## config.mk

```make
export PLATFORM = sky130hd
export DESIGN_NAME = rfeu_muldiv
export DESIGN_NICKNAME = d
export VERILOG_FILES = /design/src/rtl/core/rfeu_pkg.sv /design/src/rtl/core/rfeu_muldiv.sv
export SDC_FILE = /design/constraint.sdc
export NUM_CORES = 1
export LEC_CHECK = 0
export BUFFER_PORTS_ARGS = -buffer_cell sky130_fd_sc_hd__buf_2
export CAP_MARGIN = 30
export CORE_AREA = 4 4 259 261
export CTS_BUF_LIST = sky130_fd_sc_hd__clkbuf_8
export CTS_CLUSTER_DIAMETER = 200
export CTS_CLUSTER_SIZE = 8
export DETAILED_ROUTE_END_ITERATION = 7
export DIE_AREA = 0 0 263 265
export REMOVE_ABC_BUFFERS = 1
export SYNTH_ARGS = -nofsm -noshare
export SYNTH_HDL_FRONTEND = slang
export SYNTH_SLANG_ARGS = --single-unit
```

## constraint.sdc

```tcl
create_clock -name clk -period 7.9 [get_ports clk]
set_input_delay 1.185 -clock clk [delete_from_list [all_inputs] [get_ports clk]]
set_output_delay 1.185 -clock clk [all_outputs]
set_load 0.1 [all_outputs]
```

## src/rtl/core/rfeu_pkg.sv

```systemverilog
// ----------------------------------------------------------------------------
// rfeu_pkg: register file execute unit shared definitions
// Opcodes, status codes, ecall numbers and register store geometry.
// ----------------------------------------------------------------------------
package rfeu_pkg;

	localparam int unsigned REG_COUNT = 1 << 16;
	localparam int unsigned IDX_W     = $clog2(REG_COUNT);
	localparam int unsigned DATA_W    = 64;

	typedef logic [5:0] opcode_t;
	localparam opcode_t OP_ADD   = 6'd13;
	localparam opcode_t OP_SUB   = 6'd14;
	localparam opcode_t OP_ADDI  = 6'd15;
	localparam opcode_t OP_SLT   = 6'd16;
	localparam opcode_t OP_SLTI  = 6'd17;
	localparam opcode_t OP_AND   = 6'd20;
	localparam opcode_t OP_ANDI  = 6'd21;
	localparam opcode_t OP_OR    = 6'd22;
	localparam opcode_t OP_ORI   = 6'd23;
	localparam opcode_t OP_XOR   = 6'd24;
	localparam opcode_t OP_XORI  = 6'd25;
	localparam opcode_t OP_SLL   = 6'd26;
	localparam opcode_t OP_SLLI  = 6'd27;
	localparam opcode_t OP_SRL   = 6'd28;
	localparam opcode_t OP_SRLI  = 6'd29;
	localparam opcode_t OP_BLT   = 6'd32;
	localparam opcode_t OP_BGE   = 6'd34;
	localparam opcode_t OP_BNE   = 6'd36;
	localparam opcode_t OP_BEQ   = 6'd37;
	localparam opcode_t OP_JAL   = 6'd38;
	localparam opcode_t OP_JALR  = 6'd39;
	localparam opcode_t OP_ECALL = 6'd41;
	localparam opcode_t OP_MUL   = 6'd53;
	localparam opcode_t OP_DIV   = 6'd57;
	localparam opcode_t OP_REM   = 6'd59;

	typedef logic [1:0] status_t;
	localparam status_t ST_OK       = 2'd0;
	localparam status_t ST_BADOP    = 2'd1;
	localparam status_t ST_BADECALL = 2'd2;
	localparam status_t ST_RANGE    = 2'd3;

	localparam logic [63:0] ECALL_HALT  = 64'd1;
	localparam logic [63:0] ECALL_DEBUG = 64'd2;

	typedef enum logic [1:0] {
		MD_MUL,
		MD_DIV,
		MD_REM
	} md_op_t;

endpackage

```

## src/rtl/core/rfeu_muldiv.sv

```systemverilog
// ----------------------------------------------------------------------------
// rfeu_muldiv: iterative multiply / divide unit
// Shift-add multiply and restoring divide, one bit per cycle, 64 steps.
// ----------------------------------------------------------------------------
module rfeu_muldiv (
	input  logic                clk,
	input  logic                arst_n,
	input  logic                start,
	input  rfeu_pkg::md_op_t    mode,
	input  logic [63:0]         a,
	input  logic [63:0]         b,
	output logic                done,
	output logic [63:0]         result
);
	import rfeu_pkg::*;

	logic        run_q;
	logic        done_q;
	logic [5:0]  cnt_q;
	md_op_t      mode_q;
	logic [63:0] acc_q;
	logic [63:0] mcand_q;
	logic [63:0] mplier_q;

	logic [64:0] partial;
	logic [65:0] diff;
	logic        ge;

	// divide: acc holds the partial remainder, mplier shifts dividend out, quotient in
	assign partial = {acc_q, mplier_q[63]};
	assign diff    = {1'b0, partial} - {2'b00, mcand_q};
	assign ge      = !diff[65];

	always_ff @(posedge clk or negedge arst_n) begin
		if (!arst_n) begin
			run_q  <= 1'b0;
			done_q <= 1'b0;
			cnt_q  <= '0;
		end else begin
			done_q <= 1'b0;
			if (start) begin
				run_q <= 1'b1;
				cnt_q <= '0;
			end else if (run_q) begin
				cnt_q <= cnt_q + 6'd1;
				if (cnt_q == 6'd63) begin
					run_q  <= 1'b0;
					done_q <= 1'b1;
				end
			end
		end
	end

	always_ff @(posedge clk) begin
		if (start) begin
			mode_q   <= mode;
			acc_q    <= '0;
			mcand_q  <= (mode == MD_MUL) ? a : b;
			mplier_q <= (mode == MD_MUL) ? b : a;
		end else if (run_q) begin
			if (mode_q == MD_MUL) begin
				if (mplier_q[0]) begin
					acc_q <= acc_q + mcand_q;
				end
				mcand_q  <= {mcand_q[62:0], 1'b0};
				mplier_q <= {1'b0, mplier_q[63:1]};
			end else begin
				acc_q    <= ge ? diff[63:0] : partial[63:0];
				mplier_q <= {mplier_q[62:0], ge};
			end
		end
	end

	assign done = done_q;

	always_comb begin
		case (mode_q)
			MD_MUL:  result = acc_q;
			MD_DIV:  result = mplier_q;
			MD_REM:  result = acc_q;
			default: result = acc_q;
		endcase
	end

	a_done_pulse: assert property (@(posedge clk) disable iff (!arst_n)
		done_q |=> !done_q)
		else $error("muldiv done held");
	a_done_after_run: assert property (@(posedge clk) disable iff (!arst_n)
		done_q |-> !run_q && $past(run_q))
		else $error("muldiv done without run");

endmodule

```

==> results of run 1 <==
-- routing by layer --
metal / vias up / share of wire / track usage
met5: - / 0.00056 / 0
met4: 6 / 0.032 / 0.0594
met3: 131 / 0.065 / 0.0300
met2: 715 / 0.45 / 0.319
met1: 9220 / 0.45 / 0.266
li1: 9249 / - / -
-- worst max-delay path, delay by kind of cell (launching register included) --
kind / cells / cell delay, ps
compound gates: 8 / 2530
fa+ha+maj: 2 / 650
flops: 1 / 490
simple gates: 2 / 350
buf+inv: 2 / 280
xor+xnor: 1 / 110
-- through the flow --
stage | std cells | total power, mW | cell area, µm² | worst slack (ps)
after global placement | 3389 | 6.70 | 20800 | 3640
after detailed placement | 3394 | 6.69 | 20900 | 3590
final | 3451 | 7.58 | 21400 | 3410
after floorplan | 2312 | 5.42 | 18500 | 1040
after global routing | 3447 | 8.06 | 21400 | 3260
after CTS | 3445 | 7.53 | 21400 | 3550
-- cells by family after synthesis --
logic type      synth area share
compound gates             0.272
xor+xnor                  0.0529
fa+ha+maj                 0.0854
buf+inv                   0.0546
flops                      0.280
mux                       0.0484
simple gates               0.207
-- Yosys cell counts (all sizes together), types with 6 or more instances --
cell type,number
a311oi,7
nor3,36
and2,69
a32o,8
a22oi,7
clkbuf,139
a2111oi,8
nor4,11
nand2b,18
nor2b,20
nand4,41
buf,28
a31oi,151
dfrtp,8
a21oi,187
nand2,421
and4,8
mux2i,12
xnor2,63
o21a,18
o21ai,142
or2,6
xor2,53
o211ai,20
inv,95
o221ai,6
edfxtp,130
nand3,14
nor2,208
mux2,72
a21o,59
and3,17
dfxtp,64
o21bai,22
ha,128
o31ai,11
a221o,6
a211oi,95
a21boi,8
-- layout make-up --
| class | count | area, µm² |
|---|---|---|
| diodes | 5 | 12.5 |
| clock buffers | 29 | 399 |
| clock inverters | 22 | 87.6 |
| fillers | 6981 | 43100 |
| inverters | 95 | 357 |
| multi-input cells | 2015 | 12800 |
| flip-flops and latches | 202 | 5390 |
| well taps | 855 | 1070 |
| repair buffers | 228 | 1260 |
-- sequential cells by signal, indices dropped and copies added, names as in the netlist --
signal	flops
acc_q	64
cnt_q	6
done	1
mcand_q	64
mode_q	2
mplier_q	64
run_q	1
-- power groups by stage --
stage	combinational (mW)	sequential (mW)	clock, mW
global route	5.48	1.71	0.867
CTS	5.02	1.68	0.835
global placement	5.00	1.70	0
finish	5.09	1.68	0.804
detailed placement	4.99	1.70	0
floorplan	3.87	1.55	0
-- final timing paths --
kind	from	end	slack, ps	cells past startpoint
hold / removal	arst_n	cnt_q[0]	380	1
hold reg to reg	acc_q[18]	acc_q[18]	530	2
setup / recovery	acc_q[0]	acc_q[58]	3410	15
setup reg to reg	acc_q[0]	acc_q[58]	3410	15
min in group clk	acc_q[18]	acc_q[18]	530	2
max in group asynchronous	arst_n	cnt_q[3]	7350	1
==> impl_metrics.env, run 1 <==
export IMPL_synth_warnings=0
export IMPL_antenna_left=0
export IMPL_yosys_register_bits=202
export IMPL_status="finished, final reports clean"
export IMPL_ctsResizeCount=0
export IMPL_rsz0062_at_grt="false"
export IMPL_final_nets=2834
export IMPL_hold_path_class="input pin to async pin"
export IMPL_final_util=0.332
export IMPL_drt_first_pass_iters=6
export IMPL_port_buffers=197
export IMPL_switchingPower_mw=4.20
export IMPL_cts_sink_count=202
export IMPL_cts_tree="built"
export IMPL_synth_edf_count=130
export IMPL_cts_htree_levels=1
export IMPL_post_drt_wl_per_cell_um=20.8
export IMPL_cp_slowest_cell="a31oi_1"
export IMPL_hold_viol_final=0
export IMPL_die_w_um=263
export IMPL_skew_ps=40.9
export IMPL_numCtsBuffers=29
export IMPL_power_leakage_nw=9.10
export IMPL_path_cells="ha_1 -> inv_1 -> fa_1 -> nand2b_1 -> a21oi_1 -> o2111ai_1 -> a31oi_1 -> a2111oi_0 -> buf_4 -> nor3_1 -> o21ai_1 -> o31ai_1 -> xnor2_1 -> a221o_1 -> a211oi_1"
export IMPL_layout_common_cells="nand2_1 (421), nor2_1 (204), buf_2 (199)"
export IMPL_slew_viol_final=0
export IMPL_maxCapViolations=0
export IMPL_row_count=93
export IMPL_synthArstFlopShare=0.0396
export IMPL_p_sw_frac=0.554
export IMPL_grt_pass1_wl_um=110000
export IMPL_grt_ovfl_total=0
export IMPL_post_cts_buffers=0
export IMPL_gp_congestion=1.00
export IMPL_die_h_um=265
export IMPL_clkPwrFrac=0.106
export IMPL_area_growth_pct=11.3
export IMPL_dieArea_mm2=0.0697
export IMPL_vias=19300
export IMPL_grt_max_degree=84
export IMPL_clkTransAtPathRegs_ps=80
export IMPL_min_period_ps=4490
export IMPL_synth_area_leader_cell="edfxtp_1"
export IMPL_arrival_ps=5040
export IMPL_slowest_delay_ps=670
export IMPL_cp_end_kind="flip-flop"
export IMPL_syn_inst=2479
export IMPL_ioPinCount=198
export IMPL_final_common_cell="nand2_1"
export IMPL_cts_root_buffer="clkbuf_8"
export IMPL_initial_utilization=0.298
export IMPL_wl_um=71800
export IMPL_peakVddDrop_mv=0.159
export IMPL_cts_path_max_buffers=3
export IMPL_grt_use_total=0.195
export IMPL_post_route_period_util=0.568
export IMPL_yosys_area_top_type_share=0.203
export IMPL_core_area_mm2=0.0645
export IMPL_grt_pass1_vias=18500
export IMPL_netlist_area_mm2=0.0192
export IMPL_ys_types=90
export IMPL_antenna_found_initial=7
export IMPL_hpwl_um=53900
export IMPL_drc_errors=0
export IMPL_viasPerCell=5.60
export IMPL_yosysSeqAreaShare=0.280
export IMPL_fmax_mhz=223
export IMPL_insertion_delay_ps=630
export IMPL_critPathKind="flip-flop to flip-flop"
export IMPL_tns_ps=0
export IMPL_synth_ff_type="edfxtp_1"
export IMPL_max_slew_margin=0.396
export IMPL_worst_slew_pin_slew_ps=906
export IMPL_p_seq_frac=0.222
export IMPL_intPower_mw=3.38
export IMPL_powerDensity_mw_per_mm2=354
export IMPL_setup_viol=0
export IMPL_required_ps=8450
export IMPL_cts_hold_buf=0
export IMPL_combPwrFrac=0.672
export IMPL_drt_iter0_drc=1823
export IMPL_drive_gt1_frac=0.142
export IMPL_worstSetupStartpointType="flip-flop"
export IMPL_crit_fanout=6
export IMPL_synth_area_leaders="edfxtp_1 (20%), ha_1 (8.3%), nand2_1 (8.2%)"
export IMPL_holdWs_ps=378
export IMPL_avgSynthCellArea_um2=7.75
Power figures use the tool's default switching activity.
==> inputs of run 2 (changes only) <==
ABC_AREA = 1   (was not set)
CORE_AREA = 4 4 280 282   (was 4 4 259 261)
DIE_AREA = 0 0 284 286   (was 0 0 263 265)
clock period = 4.25 ns   (was 7.9 ns; I/O delays follow)
==> impl_metrics.env, run 2 <==
export IMPL_status="finished, final reports clean"
export IMPL_required_ps=4610
export IMPL_hold_end="mode_q[0]"
export IMPL_rrSetupSlack_ps=390
export IMPL_skew_ps=61.3
export IMPL_synth_area_leader_cell="nand2_1"
export IMPL_cp_end_kind="flip-flop"
export IMPL_core_area_mm2=0.0757
export IMPL_syn_inst=3858
export IMPL_hold_viol_final=0
export IMPL_worstReg2RegEnd="mplier_q[0]"
export IMPL_synthTopCellsByCount="nand2_1 (1112), inv_1 (613), nor2_1 (535)"
export IMPL_clkPwrFrac=0.086
export IMPL_combPwrFrac=0.742
export IMPL_grt_pass1_vias=24700
export IMPL_drt_iter0_drc=2758
export IMPL_numCtsBuffers=29
export IMPL_row_count=101
export IMPL_area_growth_pct=11.6
export IMPL_setup_viol=0
export IMPL_avgSynthCellArea_um2=5.86
export IMPL_viasPerCell=5.25
export IMPL_initial_utilization=0.298
export IMPL_vias=26200
export IMPL_die_w_um=284
export IMPL_final_common_cell="nand2_1"
export IMPL_grt_pass1_wl_um=162000
export IMPL_synthArstFlopShare=0.0396
export IMPL_powerDensity_mw_per_mm2=709
export IMPL_drc_errors=0
export IMPL_peakVddDrop_mv=0.370
export IMPL_power_leakage_nw=13.2
export IMPL_synth_area_leaders="nand2_1 (18%), edfxtp_1 (17%), inv_1 (10%)"
export IMPL_reg2reg_from="mcand_q[52]"
export IMPL_cts_sink_count=202
export IMPL_whs_path_depth=1
export IMPL_grt_use_total=0.261
export IMPL_intPower_mw=6.63
export IMPL_startpoint="mcand_q[52]"
export IMPL_rsz0062_at_grt="false"
export IMPL_reg2reg_depth=14
export IMPL_netlist_area_mm2=0.0226
export IMPL_cts_root_buffer="clkbuf_8"
export IMPL_port_buffers=197
export IMPL_synth_ff_type="edfxtp_1"
export IMPL_yosys_register_bits=202
export IMPL_synth_most_common_cell="nand2_1"
export IMPL_worstSetupStartpointType="flip-flop"
export IMPL_switchingPower_mw=11.2
export IMPL_ctsResizeCount=0
export IMPL_p_sw_frac=0.629
export IMPL_drt_first_pass_iters=5
export IMPL_hold_path_class="input pin to flip-flop"
export IMPL_layout_common_cells="nand2_1 (1110), inv_1 (633), nor2_1 (534)"
export IMPL_critPathKind="flip-flop to flip-flop"
export IMPL_drive_gt1_frac=0.0863
export IMPL_fmax_mhz=259
export IMPL_hpwl_um=91400
export IMPL_gp_congestion=1.06
export IMPL_placed_area_mm2=0.0247
export IMPL_antenna_found_initial=2
export IMPL_grt_max_degree=129
export IMPL_post_route_period_util=0.909
export IMPL_ys_types=44
export IMPL_fin_area_mm2=0.0252
export IMPL_synth_warnings=0
export IMPL_max_slew_margin=0.339
export IMPL_yosysSeqAreaShare=0.238
export IMPL_cts_tree="built"
export IMPL_insertion_delay_ps=670
export IMPL_post_drt_wl_per_cell_um=22.3
export IMPL_arrival_ps=4220
export IMPL_synth_edf_count=130
export IMPL_min_delay_start="mode[0]"
export IMPL_dieArea_mm2=0.0812
export IMPL_p_seq_frac=0.172
export IMPL_min_period_ps=3860
export IMPL_cts_path_max_buffers=3
export IMPL_reg_top3="acc_q (64), mcand_q (64), mplier_q (64)"
export IMPL_final_nets=4261
export IMPL_holdWs_ps=198
export IMPL_crit_fanout=26
export IMPL_antenna_left=0
export IMPL_cts_htree_levels=1
export IMPL_maxCapViolations=0
export IMPL_slew_viol_final=0
export IMPL_yosys_area_top_type_share=0.185
export IMPL_ioPinCount=198
export IMPL_clkTransAtPathRegs_ps=70
export IMPL_worst_slew_pin_slew_ps=991
export IMPL_wl_um=111000
export IMPL_grt_ovfl_total=0
export IMPL_die_h_um=286
-- run 2: cell types whose count changed after synthesis, moves of 55 or more --
cell,previous run,this run
nand2_1,421,1112
nor2_1,208,535
a211oi_1,95,0
a21o_1,59,4
and2_1,69,4
inv_1,95,613
a21oi_1,185,246
o22ai_1,2,123
nand3_1,13,144
a31oi_1,150,0
o21ai_0,134,302
-- run 2: stage by stage --
step           worst slack, ps  total power [mW]  std cells  TNS (ps)  utilization
2_1_floorplan            -5810              11.7       3732   -880460            -
3_3_place_gp               627              16.1       4943         0        0.326
3_5_place_dp               459              16.0       4943         0        0.326
4_1_cts                    391              17.6       4997         0        0.333
5_1_grt                    150              19.0       4999         0        0.333
6_report                   387              17.9       4999         0        0.333
-- run 2: final cells by class --
| type | instances | area [µm²] |
|---|---|---|
| flip-flops and latches | 202 | 5390 |
| inverters | 631 | 2370 |
| clock buffers | 29 | 399 |
| fillers | 8699 | 50500 |
| multi-input cells | 2899 | 14400 |
| diodes | 1 | 2.50 |
| well taps | 978 | 1220 |
| repair buffers | 235 | 1370 |
| clock inverters | 24 | 95.1 |
-- run 2: kinds of logic (layout without fill, tap and decap cells) --
group,count (synthesis),count (layout),share of synthesized area
flops,202,202,0.238
fa+ha+maj,130,130,0.0727
xor+xnor,42,42,0.0163
mux,26,26,0.0130
compound gates,727,727,0.173
other cells,0,1,0
buf+inv,757,919,0.128
simple gates,1974,1974,0.359
-- run 2: what timing repair did --
item,4_1_cts,5_1_grt
hold buffers,1,0
endpoints found under the hold margin,8,0
buffers inserted,0,0
-- run 2: how the worst max path moves through the flow --
stage	cells after the start	to	slack (ps)
2_1_floorplan	3	mcand_q[0]	-5810
3_3_place_gp	14	mplier_q[0]	630
3_5_place_dp	14	mplier_q[0]	460
4_1_cts	14	mplier_q[0]	390
5_1_grt	17	acc_q[27]	150
6_report	14	mplier_q[0]	390
-- run 2: worst max-delay path: stages, from the launching register on --
cell,delay (ps)
edfxtp_1,400
inv_1,100
ha_1,290
nand2_2,140
inv_2,30
a21oi_1,210
nor2_1,60
nor2_1,150
o21ai_1,150
nor2_4,720
nand2_4,80
buf_4,220
nor2_4,400
buf_4,430
o22ai_1,120
-- run 2: per-layer routing --
| layer | part of all wire | track usage | routed length, µm |
|---|---|---|---|
| met5 | 0.00012 | 0 | 13 |
| met4 | 0.025 | 0.0598 | 2820 |
| met3 | 0.068 | 0.0266 | 7570 |
| met2 | 0.45 | 0.431 | 50300 |
| met1 | 0.45 | 0.369 | 50600 |
-- run 2: power by group through the flow --
stage | Clock, mW | Sequential (mW) | Combinational, mW
6_report | 1.54 | 3.07 | 13.3
5_1_grt | 1.66 | 3.12 | 14.2
4_1_cts | 1.58 | 3.05 | 13.0
3_5_place_dp | 0 | 3.09 | 12.9
3_3_place_gp | 0 | 3.08 | 13.0
2_1_floorplan | 0 | 2.93 | 8.77
